**config.mk**
```make
export PLATFORM = sky130hd
export DESIGN_NAME = byte_bus_mul_div_unit
export DESIGN_NICKNAME = d
export VERILOG_FILES = /design/src/hdl/bbmdu_pkg.sv /design/src/hdl/byte_bus_mul_div_unit.sv
export VERILOG_INCLUDE_DIRS = /design/src /design/src/hdl
export SDC_FILE = /design/constraint.sdc
export NUM_CORES = 1
export LEC_CHECK = 0
export ABC_AREA = 1
export BUFFER_PORTS_ARGS = -buffer_cell sky130_fd_sc_hd__buf_4
export CORE_ASPECT_RATIO = 2
export CORE_MARGIN = 4
export CORE_UTILIZATION = 35
export CTS_CLUSTER_SIZE = 14
export DETAILED_ROUTE_END_ITERATION = 8
export GPL_TIMING_DRIVEN = 0
export PLACE_DENSITY = 0.57
export SKIP_LAST_GASP = 1
export SLEW_MARGIN = 40
export SYNTH_ARGS = -nofsm -noshare
export SYNTH_HDL_FRONTEND = slang
export SYNTH_SLANG_ARGS = --single-unit
```
**constraint.sdc**
```tcl
create_clock -name clk_i -period 8.5 [get_ports clk_i]
set_clock_uncertainty 0.2 [all_clocks]
set_input_delay 1.275 -clock clk_i [delete_from_list [all_inputs] [get_ports clk_i]]
set_output_delay 1.275 -clock clk_i [all_outputs]
set_load 0.05 [all_outputs]
```
**src/hdl/byte_bus_mul_div_unit_defines.svh**
```systemverilog
// Assertion macros for the byte-bus multiply/divide unit.
// Depends on nothing; included by the top level only.
`ifndef BYTE_BUS_MUL_DIV_UNIT_DEFINES_SVH
`define BYTE_BUS_MUL_DIV_UNIT_DEFINES_SVH

// Checks that the consequent holds in the same cycle as the antecedent.
`define BBMDU_ASSERT_SAME(label, clk, rst_n, ante, cons) \
  label: assert property (@(posedge clk) disable iff (!rst_n) (ante) |-> (cons)) \
    else $error("assertion failed");

// Checks that the consequent holds in the cycle after the antecedent.
`define BBMDU_ASSERT_NEXT(label, clk, rst_n, ante, cons) \
  label: assert property (@(posedge clk) disable iff (!rst_n) (ante) |=> (cons)) \
    else $error("assertion failed");

`endif

```
**src/hdl/bbmdu_pkg.sv**
```systemverilog
// Constants for the byte-bus multiply/divide unit: register offsets, widths, function codes and last steps.
// Depends on nothing.
package bbmdu_pkg;

  localparam int unsigned OffW  = 4;
  localparam int unsigned DataW = 8;

  localparam logic [OffW-1:0] OFF_DIVD_B0 = 4'd0;
  localparam logic [OffW-1:0] OFF_DIVD_B1 = 4'd1;
  localparam logic [OffW-1:0] OFF_DIVD_B2 = 4'd2;
  localparam logic [OffW-1:0] OFF_DIVD_B3 = 4'd3;
  localparam logic [OffW-1:0] OFF_MULR_LO = 4'd4;
  localparam logic [OffW-1:0] OFF_MULR_HI = 4'd5;
  localparam logic [OffW-1:0] OFF_DIVR_LO = 4'd6;
  localparam logic [OffW-1:0] OFF_DIVR_HI = 4'd7;
  localparam logic [OffW-1:0] OFF_RES_B0  = 4'd8;
  localparam logic [OffW-1:0] OFF_RES_B1  = 4'd9;
  localparam logic [OffW-1:0] OFF_RES_B2  = 4'd10;
  localparam logic [OffW-1:0] OFF_RES_B3  = 4'd11;
  localparam logic [OffW-1:0] OFF_REM_LO  = 4'd12;
  localparam logic [OffW-1:0] OFF_REM_HI  = 4'd13;
  localparam logic [OffW-1:0] OFF_MODE    = 4'd14;

  localparam logic FUNC_READ  = 1'b0;
  localparam logic FUNC_WRITE = 1'b1;

  localparam logic [4:0] MUL_LAST_STEP = 5'd15;
  localparam logic [4:0] DIV_LAST_STEP = 5'd31;

endpackage

```
**src/hdl/byte_bus_mul_div_unit.sv**
```systemverilog
// Byte-bus multiply/divide unit. Any transfer, a start too, answers in the next cycle.
// A multiply start keeps the unit busy through its shift-add steps and sign fixup; a divide
// start with a nonzero divisor, through its shift-subtract steps and two sign fixups (one
// step per cycle on a shared 33-bit adder). The next transfer waits until the unit is idle.
// Reset (rst_ni, asynchronous) clears every register and selects unsigned mode.
// Depends on bbmdu_pkg and byte_bus_mul_div_unit_defines.svh.
`include "byte_bus_mul_div_unit_defines.svh"

module byte_bus_mul_div_unit (
  input  logic                          clk_i,
  input  logic                          rst_ni,
  input  logic                          in_valid_i,
  output logic                          in_ready_o,
  input  logic                          func_i,
  input  logic [bbmdu_pkg::OffW-1:0]    reg_offset_i,
  input  logic [bbmdu_pkg::DataW-1:0]   write_data_i,
  output logic                          out_valid_o,
  input  logic                          out_ready_i,
  output logic [bbmdu_pkg::DataW-1:0]   read_data_o
);
  import bbmdu_pkg::*;

  typedef enum logic [2:0] {
    ST_IDLE,
    ST_MUL,
    ST_DIV,
    ST_FIXQ,
    ST_FIXR
  } state_e;

  state_e      state_q;
  logic [31:0] dividend_q;
  logic [15:0] multiplier_q;
  logic [15:0] divisor_q;
  logic [31:0] result_q;
  logic [15:0] remainder_q;
  logic        signed_q;

  logic [31:0] acc_q;
  logic [31:0] opa_q;
  logic [15:0] opb_q;
  logic [4:0]  cnt_q;
  logic        is_div_q;
  logic        neg_res_q;
  logic        neg_rem_q;

  logic        out_valid_q;
  logic [7:0]  read_data_q;

  logic        in_xfer;
  logic [7:0]  rd_byte;
  logic [15:0] mulr_new;
  logic [15:0] divr_new;
  logic        mul_a_neg;
  logic        mul_b_neg;
  logic        div_n_neg;
  logic        div_d_neg;

  logic [32:0] add_a;
  logic [32:0] add_b;
  logic        add_sub;
  logic [32:0] add_sum;

  assign in_ready_o  = (state_q == ST_IDLE) && (!out_valid_q || out_ready_i);
  assign in_xfer     = in_valid_i && in_ready_o;
  assign out_valid_o = out_valid_q;
  assign read_data_o = read_data_q;

  assign mulr_new  = {write_data_i, multiplier_q[7:0]};
  assign divr_new  = {write_data_i, divisor_q[7:0]};
  assign mul_a_neg = signed_q & dividend_q[15];
  assign mul_b_neg = signed_q & mulr_new[15];
  assign div_n_neg = signed_q & dividend_q[31];
  assign div_d_neg = signed_q & divr_new[15];

  always_comb begin
    unique case (reg_offset_i)
      OFF_DIVD_B0: rd_byte = dividend_q[7:0];
      OFF_DIVD_B1: rd_byte = dividend_q[15:8];
      OFF_DIVD_B2: rd_byte = dividend_q[23:16];
      OFF_DIVD_B3: rd_byte = dividend_q[31:24];
      OFF_MULR_LO: rd_byte = multiplier_q[7:0];
      OFF_MULR_HI: rd_byte = multiplier_q[15:8];
      OFF_DIVR_LO: rd_byte = divisor_q[7:0];
      OFF_DIVR_HI: rd_byte = divisor_q[15:8];
      OFF_RES_B0:  rd_byte = result_q[7:0];
      OFF_RES_B1:  rd_byte = result_q[15:8];
      OFF_RES_B2:  rd_byte = result_q[23:16];
      OFF_RES_B3:  rd_byte = result_q[31:24];
      OFF_REM_LO:  rd_byte = remainder_q[7:0];
      OFF_REM_HI:  rd_byte = remainder_q[15:8];
      default:     rd_byte = 8'd0;
    endcase
  end

  // The single adder/subtractor serves the multiply, divide and sign fixup steps.
  always_comb begin
    add_a   = '0;
    add_b   = '0;
    add_sub = 1'b0;
    unique case (state_q)
      ST_MUL: begin
        add_a = {1'b0, acc_q};
        add_b = {1'b0, opa_q};
      end
      ST_DIV: begin
        add_a   = {16'd0, acc_q[15:0], opa_q[31]};
        add_b   = {17'd0, opb_q};
        add_sub = 1'b1;
      end
      ST_FIXQ: begin
        add_b   = {1'b0, (is_div_q ? opa_q : acc_q)};
        add_sub = 1'b1;
      end
      ST_FIXR: begin
        add_b   = {17'd0, acc_q[15:0]};
        add_sub = 1'b1;
      end
      default: begin
      end
    endcase
    add_sum = add_sub ? (add_a - add_b) : (add_a + add_b);
  end

  always_ff @(posedge clk_i or negedge rst_ni) begin
    if (!rst_ni) begin
      state_q      <= ST_IDLE;
      dividend_q   <= '0;
      multiplier_q <= '0;
      divisor_q    <= '0;
      result_q     <= '0;
      remainder_q  <= '0;
      signed_q     <= 1'b0;
      acc_q        <= '0;
      opa_q        <= '0;
      opb_q        <= '0;
      cnt_q        <= '0;
      is_div_q     <= 1'b0;
      neg_res_q    <= 1'b0;
      neg_rem_q    <= 1'b0;
      out_valid_q  <= 1'b0;
      read_data_q  <= '0;
    end else begin
      if (in_xfer) begin
        out_valid_q <= 1'b1;
        read_data_q <= (func_i == FUNC_WRITE) ? 8'd0 : rd_byte;
      end else if (out_ready_i) begin
        out_valid_q <= 1'b0;
      end

      unique case (state_q)
        ST_IDLE: begin
          if (in_xfer && (func_i == FUNC_WRITE)) begin
            unique case (reg_offset_i)
              OFF_DIVD_B0: dividend_q[7:0]   <= write_data_i;
              OFF_DIVD_B1: dividend_q[15:8]  <= write_data_i;
              OFF_DIVD_B2: dividend_q[23:16] <= write_data_i;
              OFF_DIVD_B3: dividend_q[31:24] <= write_data_i;
              OFF_MULR_LO: multiplier_q[7:0] <= write_data_i;
              OFF_MULR_HI: begin
                multiplier_q <= mulr_new;
                acc_q        <= '0;
                opa_q        <= {16'd0, (mul_a_neg ? (16'd0 - dividend_q[15:0])
                                                   : dividend_q[15:0])};
                opb_q        <= mul_b_neg ? (16'd0 - mulr_new) : mulr_new;
                neg_res_q    <= mul_a_neg ^ mul_b_neg;
                is_div_q     <= 1'b0;
                cnt_q        <= '0;
                state_q      <= ST_MUL;
              end
              OFF_DIVR_LO: divisor_q[7:0] <= write_data_i;
              OFF_DIVR_HI: begin
                divisor_q <= divr_new;
                if (divr_new == 16'd0) begin
                  result_q    <= '0;
                  remainder_q <= dividend_q[15:0];
                end else begin
                  acc_q     <= '0;
                  opa_q     <= div_n_neg ? (32'd0 - dividend_q) : dividend_q;
                  opb_q     <= div_d_neg ? (16'd0 - divr_new) : divr_new;
                  neg_res_q <= div_n_neg ^ div_d_neg;
                  neg_rem_q <= div_n_neg;
                  is_div_q  <= 1'b1;
                  cnt_q     <= '0;
                  state_q   <= ST_DIV;
                end
              end
              OFF_MODE: begin
                signed_q     <= write_data_i[0];
                dividend_q   <= '0;
                multiplier_q <= '0;
                divisor_q    <= '0;
                result_q     <= '0;
                remainder_q  <= '0;
              end
              default: begin
              end
            endcase
          end
        end
        ST_MUL: begin
          if (opb_q[0]) begin
            acc_q <= add_sum[31:0];
          end
          opa_q <= {opa_q[30:0], 1'b0};
          opb_q <= {1'b0, opb_q[15:1]};
          cnt_q <= cnt_q + 5'd1;
          if (cnt_q == MUL_LAST_STEP) begin
            state_q <= ST_FIXQ;
          end
        end
        ST_DIV: begin
          if (!add_sum[32]) begin
            acc_q[15:0] <= add_sum[15:0];
          end else begin
            acc_q[15:0] <= {acc_q[14:0], opa_q[31]};
          end
          opa_q <= {opa_q[30:0], !add_sum[32]};
          cnt_q <= cnt_q + 5'd1;
          if (cnt_q == DIV_LAST_STEP) begin
            state_q <= ST_FIXQ;
          end
        end
        ST_FIXQ: begin
          result_q <= neg_res_q ? add_sum[31:0] : (is_div_q ? opa_q : acc_q);
          state_q  <= is_div_q ? ST_FIXR : ST_IDLE;
        end
        ST_FIXR: begin
          remainder_q <= neg_rem_q ? add_sum[15:0] : acc_q[15:0];
          state_q     <= ST_IDLE;
        end
        default: state_q <= ST_IDLE;
      endcase
    end
  end

  `BBMDU_ASSERT_NEXT(a_xfer_gives_answer, clk_i, rst_ni, in_xfer, out_valid_o)
  `BBMDU_ASSERT_SAME(a_busy_not_ready, clk_i, rst_ni, state_q != ST_IDLE, !in_ready_o)
  `BBMDU_ASSERT_NEXT(a_write_reads_zero, clk_i, rst_ni, in_xfer && (func_i == FUNC_WRITE), read_data_o == 8'd0)

endmodule
```
==> results.txt, run 1 <==
status -> finished clean
cell count after synthesis -> 2357
Mapped Nets -> 2414
Initial Util -> 0.353
Iteration-0 DRC Markers -> 1438
final worst slack -> 1.63 ns
Clk pin slew, worst setup/hold paths -> 0.07 ns
share of the synthesized area in the top cell type -> 0.337
Synth cell types -> 60
final hold slack -> 0.280 ns
All-Layer GR Usage -> 0.317
Resize count post-CTS -> 0
Syn Area/Cell -> 6.72 µm²
fin nets -> 2467
leading area contributor after synthesis -> dfrtp_1
register bit total from synthesis -> 213
Avg Vias per Cell -> 5.58
antenna violations before repair -> 0
arrival time worst endpoint -> 7.09 ns
Max Fclk -> 146 MHz
Die W -> 158 µm
Via Count -> 16700
synth top area cells -> dfrtp_1 (34%), nand2_1 (16%), o21ai_0 (8.6%)
area delta synth->final -> 11.2%
# port buffers -> 25
Root Buffer -> clkbuf_16
vias in the first global route -> 17000
worst skew pair latency -> 0.57 ns
slowest stage cell on the critical path -> nand4_1
total wire length -> 78.2 mm
# IOs -> 27
leakage power -> 8.35 nW
most instantiated cells after synthesis -> nand2_1 (676), o21ai_0 (272), inv_1 (252)
max incr delay on CP -> 0.53 ns
Remaining DRCs -> 0
first-pass GRT wire length -> 113 mm
final antenna diode count -> 0
1st-pass router iterations -> 9
dpl cells -> 2945
core area -> 44900 µm²
final hold vios -> 0
Num CTS Buffers -> 23
Final HPWL DP -> 64.5 mm
Final setup viols -> 0
setup_tns -> 0 ns
Routed Antenna Nets -> 0
share of cells above drive strength 1 -> 0.0630
Tightest Pin Transition -> 0.898 ns
DIE AREA -> 48900 µm²
postcts setup bufs -> 0
Top FF cell, synth -> dfrtp_1
min cycle time layout -> 6.87 ns
class of the worst hold path -> reg -> reg
reg2reg setup slack -> 1.63 ns
CP endpoint kind -> flop
chip height -> 309 µm
Tcrit/Tclk final -> 0.808
register area share after synthesis -> 0.337
most frequent cell after synthesis -> nand2_1
Crit path top cell by count -> nand2_1
Site Rows -> 110
CTS tree -> done
max cap viols -> 0
Setup CP Type -> reg -> reg
largest net degree at the start of global routing -> 70
clk buf depth -> 3
grt ovf -> 0
crit path max fanout -> 10
Post-synth EDFFs -> 0
Post-synth ARST share -> 1.00
WL/cell -> 26.2 µm
worst vdd ir -> 226 µV
RSZ-0062 raised after global routing -> no
post-place setup slack -> 1.86 ns
non-filler cells, final -> 2987
hold_buf cts -> 0
max_slew headroom -> 0.399
Worst setup SP type -> flop
pwr dens -> 519 nW/µm²
RD Place Congestion -> 1.00
Final Slew Violations -> 0
# H-tree levels -> 1
mapped cell area -> 15800 µm²
synth warn -> 0
required time of the critical path -> 8.72 ns
Sink Count -> 213
worst max-delay path, delay by kind of cell (launching register included):
| kind | cells | cell delay (ns) |
|---|---|---|
| simple gates | 15 | 3.19 |
| buf+inv | 5 | 1.41 |
| compound gates | 4 | 0.82 |
| fa+ha+maj | 2 | 0.59 |
| flops | 1 | 0.31 |
| xor+xnor | 1 | 0.19 |
flip-flops by register name (all words and copies together), names as in the netlist, 3 cells and up:
name,cells
opb_q,16
dividend_q,32
opa_q,32
cnt_q,5
divisor_q,16
remainder_q,16
result_q,32
read_data_o,8
state_q,3
multiplier_q,16
acc_q,32
final timing paths:
kind                                start        endpoint  cells after the start
setup / recovery               state_q[1]        opa_q[0]                     27
hold / removal             read_data_o[1]  read_data_o[1]                      2
setup reg to reg               state_q[1]        opa_q[0]                     27
hold reg to reg            read_data_o[1]  read_data_o[1]                      2
max in group asynchronous          rst_ni        opb_q[8]                      4
min in group asynchronous          rst_ni  read_data_o[3]                      1
cell usage in the layout (no fill, tap or decap), drive strengths merged, types with 8 or more instances in the layout:
cell       n
nand2    679
o21ai    282
inv      264
dfrtp    213
nor2     207
a21oi    123
nand3    104
clkbuf    96
o22ai     64
buf       61
xor2      54
ha        39
nand4     29
nor3      23
o211ai    21
a22oi     20
xnor2     19
a31oi     17
a2bb2oi   14
a21boi    10
a21o       9
o2111ai    9
clkinv     9
a221oi     8
stage by stage:
stage / power (W) / utilization / area, µm²
finish: 0.00914 / 0.392 / 17600
global route: 0.00970 / 0.392 / 17600
CTS: 0.00906 / 0.392 / 17600
detailed placement: 0.00793 / 0.375 / 16800
global placement: 0.00791 / 0.373 / 16700
floorplan: 0.00559 / - / 15800
layer usage:
metal / global-route usage / vias up / share of wire
met2: 0.575 / 605 / 0.52
li1: - / 7949 / -
met1: 0.311 / 7857 / 0.33
met4: 0.287 / 0 / 0.12
met3: 0.0270 / 271 / 0.034
met5: 0 / - / 0
kinds of logic (layout without fill, tap and decap cells):
group,Yosys count,after routing,synth area share
AND/OR/NAND/NOR,1061,1061,0.279
AO/OA/AOI/OAI,606,606,0.222
buffers and inverters,364,434,0.0902
adder cells (fa/ha/maj),40,40,0.0321
flip-flops,213,213,0.337
XOR/XNOR,73,73,0.0404
power breakdown:
group          total, W  internal (W)  switching [W]  leakage, nW
clock           0.00109      0.000609       0.000482        0.383
sequential      0.00178       0.00141       0.000366         2.81
combinational   0.00627       0.00172        0.00455         5.16
total           0.00914       0.00374        0.00540         8.35
layout make-up:
cell class / count / area (µm²)
plain buffers: 97 / 425
clock buffers: 32 / 659
clock inverters: 10 / 124
fillers: 4839 / 27300
inverters: 267 / 1000
multi-input cells: 1780 / 9090
flip-flops and latches: 213 / 5330
well taps: 560 / 701
repair buffers: 28 / 278
(Power assumes the default switching activity.)
==> run 2: changes to the inputs <==
Clock period 8.5 ns to 6.6 ns, I/O delays scaled along.
==> run 2 against run 1 <==
First-iteration DRC count shrank 1.0%. Via count is essentially flat. Sequential cell count unchanged. Non-clock buffer count rose by 1.
==> results.txt, run 2 (synthesis results as in run 1) <==
Final setup viols -> 0
vias in the first global route -> 17000
Top Family by Delay on Critical Path -> simple AND/OR/NAND/NOR gates
Die W -> 158 µm
min cycle time layout -> 6.29 ns
Critical Path Start -> state_q[1]
core area -> 44900 µm²
Tcrit/Tclk final -> 0.954
Final Slew Violations -> 0
reg2reg setup slack -> 0.31 ns
chip height -> 309 µm
Final HPWL DP -> 64.5 mm
Num CTS Buffers -> 23
Root Buffer -> clkbuf_16
CP endpoint kind -> flop
placed instance area -> 16800 µm²
Core Util, Final -> 0.393
max cap viols -> 0
Site Rows -> 110
Remaining DRCs -> 0
final hold vios -> 0
# port buffers -> 25
Design Area, Final -> 17600 µm²
crit path max fanout -> 10
multi-input logic area -> 9090 µm²
total wire length -> 78.1 mm
share of cells above drive strength 1 -> 0.0638
CTS tree -> done
clk buf depth -> 3
Iteration-0 DRC Markers -> 1423
# H-tree levels -> 1
Reg area -> 5330 µm²
class of the worst hold path -> in -> async
Worst setup SP type -> flop
max incr delay on CP -> 0.38 ns
All-Layer GR Usage -> 0.318
leakage power -> 8.35 nW
RD Place Congestion -> 1.00
required time of the critical path -> 6.82 ns
Max Fclk -> 159 MHz
DIE AREA -> 48900 µm²
RSZ-0062 raised after global routing -> no
Sink Count -> 213
status -> finished clean
Critical R2R Capture -> opa_q[0]
pwr dens -> 667 nW/µm²
first-pass GRT wire length -> 113 mm
Routed Antenna Nets -> 0
1st-pass router iterations -> 6
area delta synth->final -> 11.3%
fin nets -> 2468
Avg Vias per Cell -> 5.59
Worst R2R Start -> state_q[1]
FF-to-FF path depth -> 27
largest net degree at the start of global routing -> 70
Setup CP Type -> reg -> reg
final antenna diode count -> 0
Buf/Inv on CP -> 5
WL/cell -> 26.1 µm
Crit path top cell by count -> nand2_1
antenna violations before repair -> 0
Tightest Pin Transition -> 0.896 ns
max_slew headroom -> 0.400
Via Count -> 16700
Initial Util -> 0.353
Clk pin slew, worst setup/hold paths -> 0.06 ns
# IOs -> 27
most frequent cells in the layout -> nand2_1 (676), o21ai_0 (272), inv_1 (252)
fill count -> 4839
grt ovf -> 0
slowest stage cell on the critical path -> a22oi_1
most common cell after layout, fill and taps aside -> nand2_1
arrival time worst endpoint -> 6.51 ns
worst vdd ir -> 297 µV
worst skew pair latency -> 0.57 ns
run 2: cell count changes in the layout (fill, tap and decap cells not counted), sizes merged:
cell / before / now
buf: 61 / 62
run 2: per-stage QoR:
| step | std cells | hold slack, ns | power (W) | setup TNS [ns] | setup slack [ns] |
|---|---|---|---|---|---|
| after floorplan | 2357 | 0.249 | 0.00720 | 0 | 2.12 |
| after global placement | 2942 | 0.267 | 0.0102 | -0.0134 | -0.0134 |
| after detailed placement | 2945 | 0.270 | 0.0102 | -0.0421 | -0.0421 |
| after CTS | 2988 | 0.0624 | 0.0117 | 0 | 0.257 |
| after global routing | 2988 | 0.0840 | 0.0125 | 0 | 0.0482 |
| final | 2988 | 0.0761 | 0.0118 | 0 | 0.306 |
run 2: area by class of cell:
type,instances,share of cell area
Buffer,97,0.0241
Inverter,267,0.0570
Tap cell,560,0.0398
Multi-Input combinational cell,1780,0.516
Timing Repair Buffer,29,0.0162
Sequential cell,213,0.303
Clock buffer,32,0.0374
Clock inverter,10,0.00703
run 2: worst max path at each step:
stage,to,slack (ns),cells after the start
6_report,opa_q[0],0.31,27
5_1_grt,opa_q[0],0.05,23
4_1_cts,opa_q[0],0.26,27
3_5_place_dp,opa_q[0],-0.04,27
3_3_place_gp,opa_q[0],-0.01,27
2_1_floorplan,acc_q[14],2.12,31
run 2: layer usage:
metal / track usage / wire length [µm] / vias to the layer above
met5: 0 / 0 / -
met4: 0.286 / 9100 / 0
met3: 0.0269 / 2750 / 254
li1: - / - / 7967
met2: 0.576 / 40600 / 595
met1: 0.312 / 25700 / 7877
run 2: power by group:
part,leakage [nW],internal [W],switching (W)
Clock,0.383,0.000785,0.000618
Sequential,2.81,0.00182,0.000471
Combinational,5.16,0.00221,0.00585
Total,8.35,0.00482,0.00694
run 2: what timing repair did:
item / 4_1_cts / 5_1_grt
hold buffers: 0 / 0
gates cloned: 0 / 0
pin swaps: 1 / 0
endpoints found under the setup margin: 1 / 11
setup buffers: 1 / 0
resized for setup: 0 / 1
==> run 3: changes to the inputs <==
Settings changed: CORE_UTILIZATION 35 to 65, HOLD_SLACK_MARGIN set to 0.06, PLACE_DENSITY 0.57 to 0.9.
==> run 3 against run 2 <==
First-iteration DRC count grew 76%. Routed wire length shrank 14%. Maximum frequency grew 0.89%. Critical path depth grew 4. Highest routed layer unchanged. Largest power group unchanged. Clock power shrank 18%. Sequential power is essentially flat.
==> results.txt, run 3 (synthesis results as in run 1) <==
# IOs -> 27
clk buf depth -> 3
fill count -> 2032
1st-pass router iterations -> 7
Tightest Pin Transition -> 1.01 ns
Final Slew Violations -> 0
area delta synth->final -> 7.88%
Sw Ratio -> 0.583
Remaining DRCs -> 0
FF-to-FF path depth -> 31
Num CTS Buffers -> 20
CTS tree -> done
Sw Pwr -> 0.00648 W
pwr dens -> 652 nW/µm²
hold_buf cts -> 0
largest net degree at the start of global routing -> 79
status -> finished clean
# H-tree levels -> 1
Final HPWL DP -> 52.0 mm
Max Fclk -> 160 MHz
Clock Power Share -> 0.103
Sink Count -> 213
RD Place Congestion -> 1.19
chip height -> 229 µm
reg2reg setup slack -> 0.36 ns
leakage power -> 8.27 nW
vias in the first global route -> 17700
max cap viols -> 0
Tcrit/Tclk final -> 0.945
max incr delay on CP -> 0.40 ns
Reg area -> 5330 µm²
max_slew headroom -> 0.320
Initial Util -> 0.662
CP endpoint kind -> flop
Site Rows -> 80
most frequent cells in the layout -> nand2_1 (676), o21ai_0 (269), inv_1 (252)
RSZ-0062 raised after global routing -> no
All-Layer GR Usage -> 0.499
# port buffers -> 25
WL/cell -> 24.9 µm
Worst R2R Start -> state_q[1]
placed instance area -> 16400 µm²
sequential fraction of design power -> 0.205
Setup CP Type -> reg -> reg
Top Family by Delay on Critical Path -> simple AND/OR/NAND/NOR gates
combinational power share -> 0.692
required time of the critical path -> 6.87 ns
class of the worst hold path -> in -> async
min cycle time layout -> 6.24 ns
DIE AREA -> 27100 µm²
core area -> 23900 µm²
worst skew pair latency -> 0.54 ns
multi-input logic area -> 9090 µm²
final antenna diode count -> 0
Design Area, Final -> 17100 µm²
Root Buffer -> clkbuf_16
crit path max fanout -> 10
first-pass GRT wire length -> 103 mm
total power -> 0.0111 W
Final setup viols -> 0
most common cell after layout, fill and taps aside -> nand2_1
share of cells above drive strength 1 -> 0.0605
final hold vios -> 0
setup_tns -> 0 ns
Crit path top cell by count -> nand2_1
Avg Vias per Cell -> 6.60
Routed Antenna Nets -> 0
Buf/Inv on CP -> 5
fin nets -> 2464
P_int -> 0.00465 W
slowest stage cell on the critical path -> dfrtp_1
Worst setup SP type -> flop
total wire length -> 67.4 mm
antenna violations before repair -> 0
Iteration-0 DRC Markers -> 2508
Die W -> 118 µm
Clk pin slew, worst setup/hold paths -> 0.07 ns
arrival time worst endpoint -> 6.51 ns
Via Count -> 17800
Critical R2R Capture -> acc_q[14]
worst vdd ir -> 412 µV
grt ovf -> 0
run 3: routing by layer:
metal,routed length [µm],GRT usage
met1,20400,0.497
met2,31200,0.806
met3,6300,0.126
met4,9500,0.525
met5,0,0
run 3: power by group through the flow:
stage,Clock [W],Sequential [W],Combinational [W]
after global routing,0.00118,0.00231,0.00829
after floorplan,0,0.00216,0.00504
after detailed placement,0,0.00225,0.00725
after CTS,0.00113,0.00224,0.00733
final,0.00115,0.00228,0.00770
after global placement,0,0.00223,0.00709
run 3: worst max-delay path by stage:
stage | startpoint | cells after the start | slack (ns) | endpoint
after floorplan | state_q[1] | 31 | 2.12 | acc_q[14]
after global placement | state_q[1] | 27 | 0.36 | opa_q[0]
after detailed placement | state_q[1] | 27 | 0.31 | opa_q[0]
after CTS | state_q[1] | 27 | 0.25 | opa_q[0]
after global routing | state_q[1] | 31 | 0.03 | acc_q[14]
final | state_q[1] | 31 | 0.36 | acc_q[14]
run 3: worst reg2reg max path, delay by kind of cell (launching register included):
family | cells | cell delay, ns
xor+xnor | 1 | 0.09
simple gates | 20 | 3.35
flops | 1 | 0.40
buf+inv | 5 | 1.02
compound gates | 3 | 0.46
fa+ha+maj | 2 | 0.64
run 3: what timing repair did:
action | 4_1_cts | 5_1_grt
resized for setup | 0 | 2
endpoints found under the hold margin | 0 | 0
setup endpoints to repair | 0 | 17
setup buffers | 0 | 2
run 3: layout make-up:
cell class / instances / area share
clock inverters: 4 / 0.00147
well taps: 287 / 0.0210
plain buffers: 96 / 0.0247
clock buffers: 26 / 0.0342
multi-input cells: 1780 / 0.532
flip-flops and latches: 213 / 0.312
inverters: 267 / 0.0588
repair buffers: 29 / 0.0155
run 3: metrics by stage:
stage	utilization	hold slack (ns)	setup slack (ns)	std cells
2_1_floorplan	-	0.249	2.12	2357
3_3_place_gp	0.685	0.267	0.363	2669
3_5_place_dp	0.687	0.271	0.314	2671
4_1_cts	0.713	0.224	0.246	2701
5_1_grt	0.714	0.236	0.0280	2702
6_report	0.714	0.200	0.362	2702
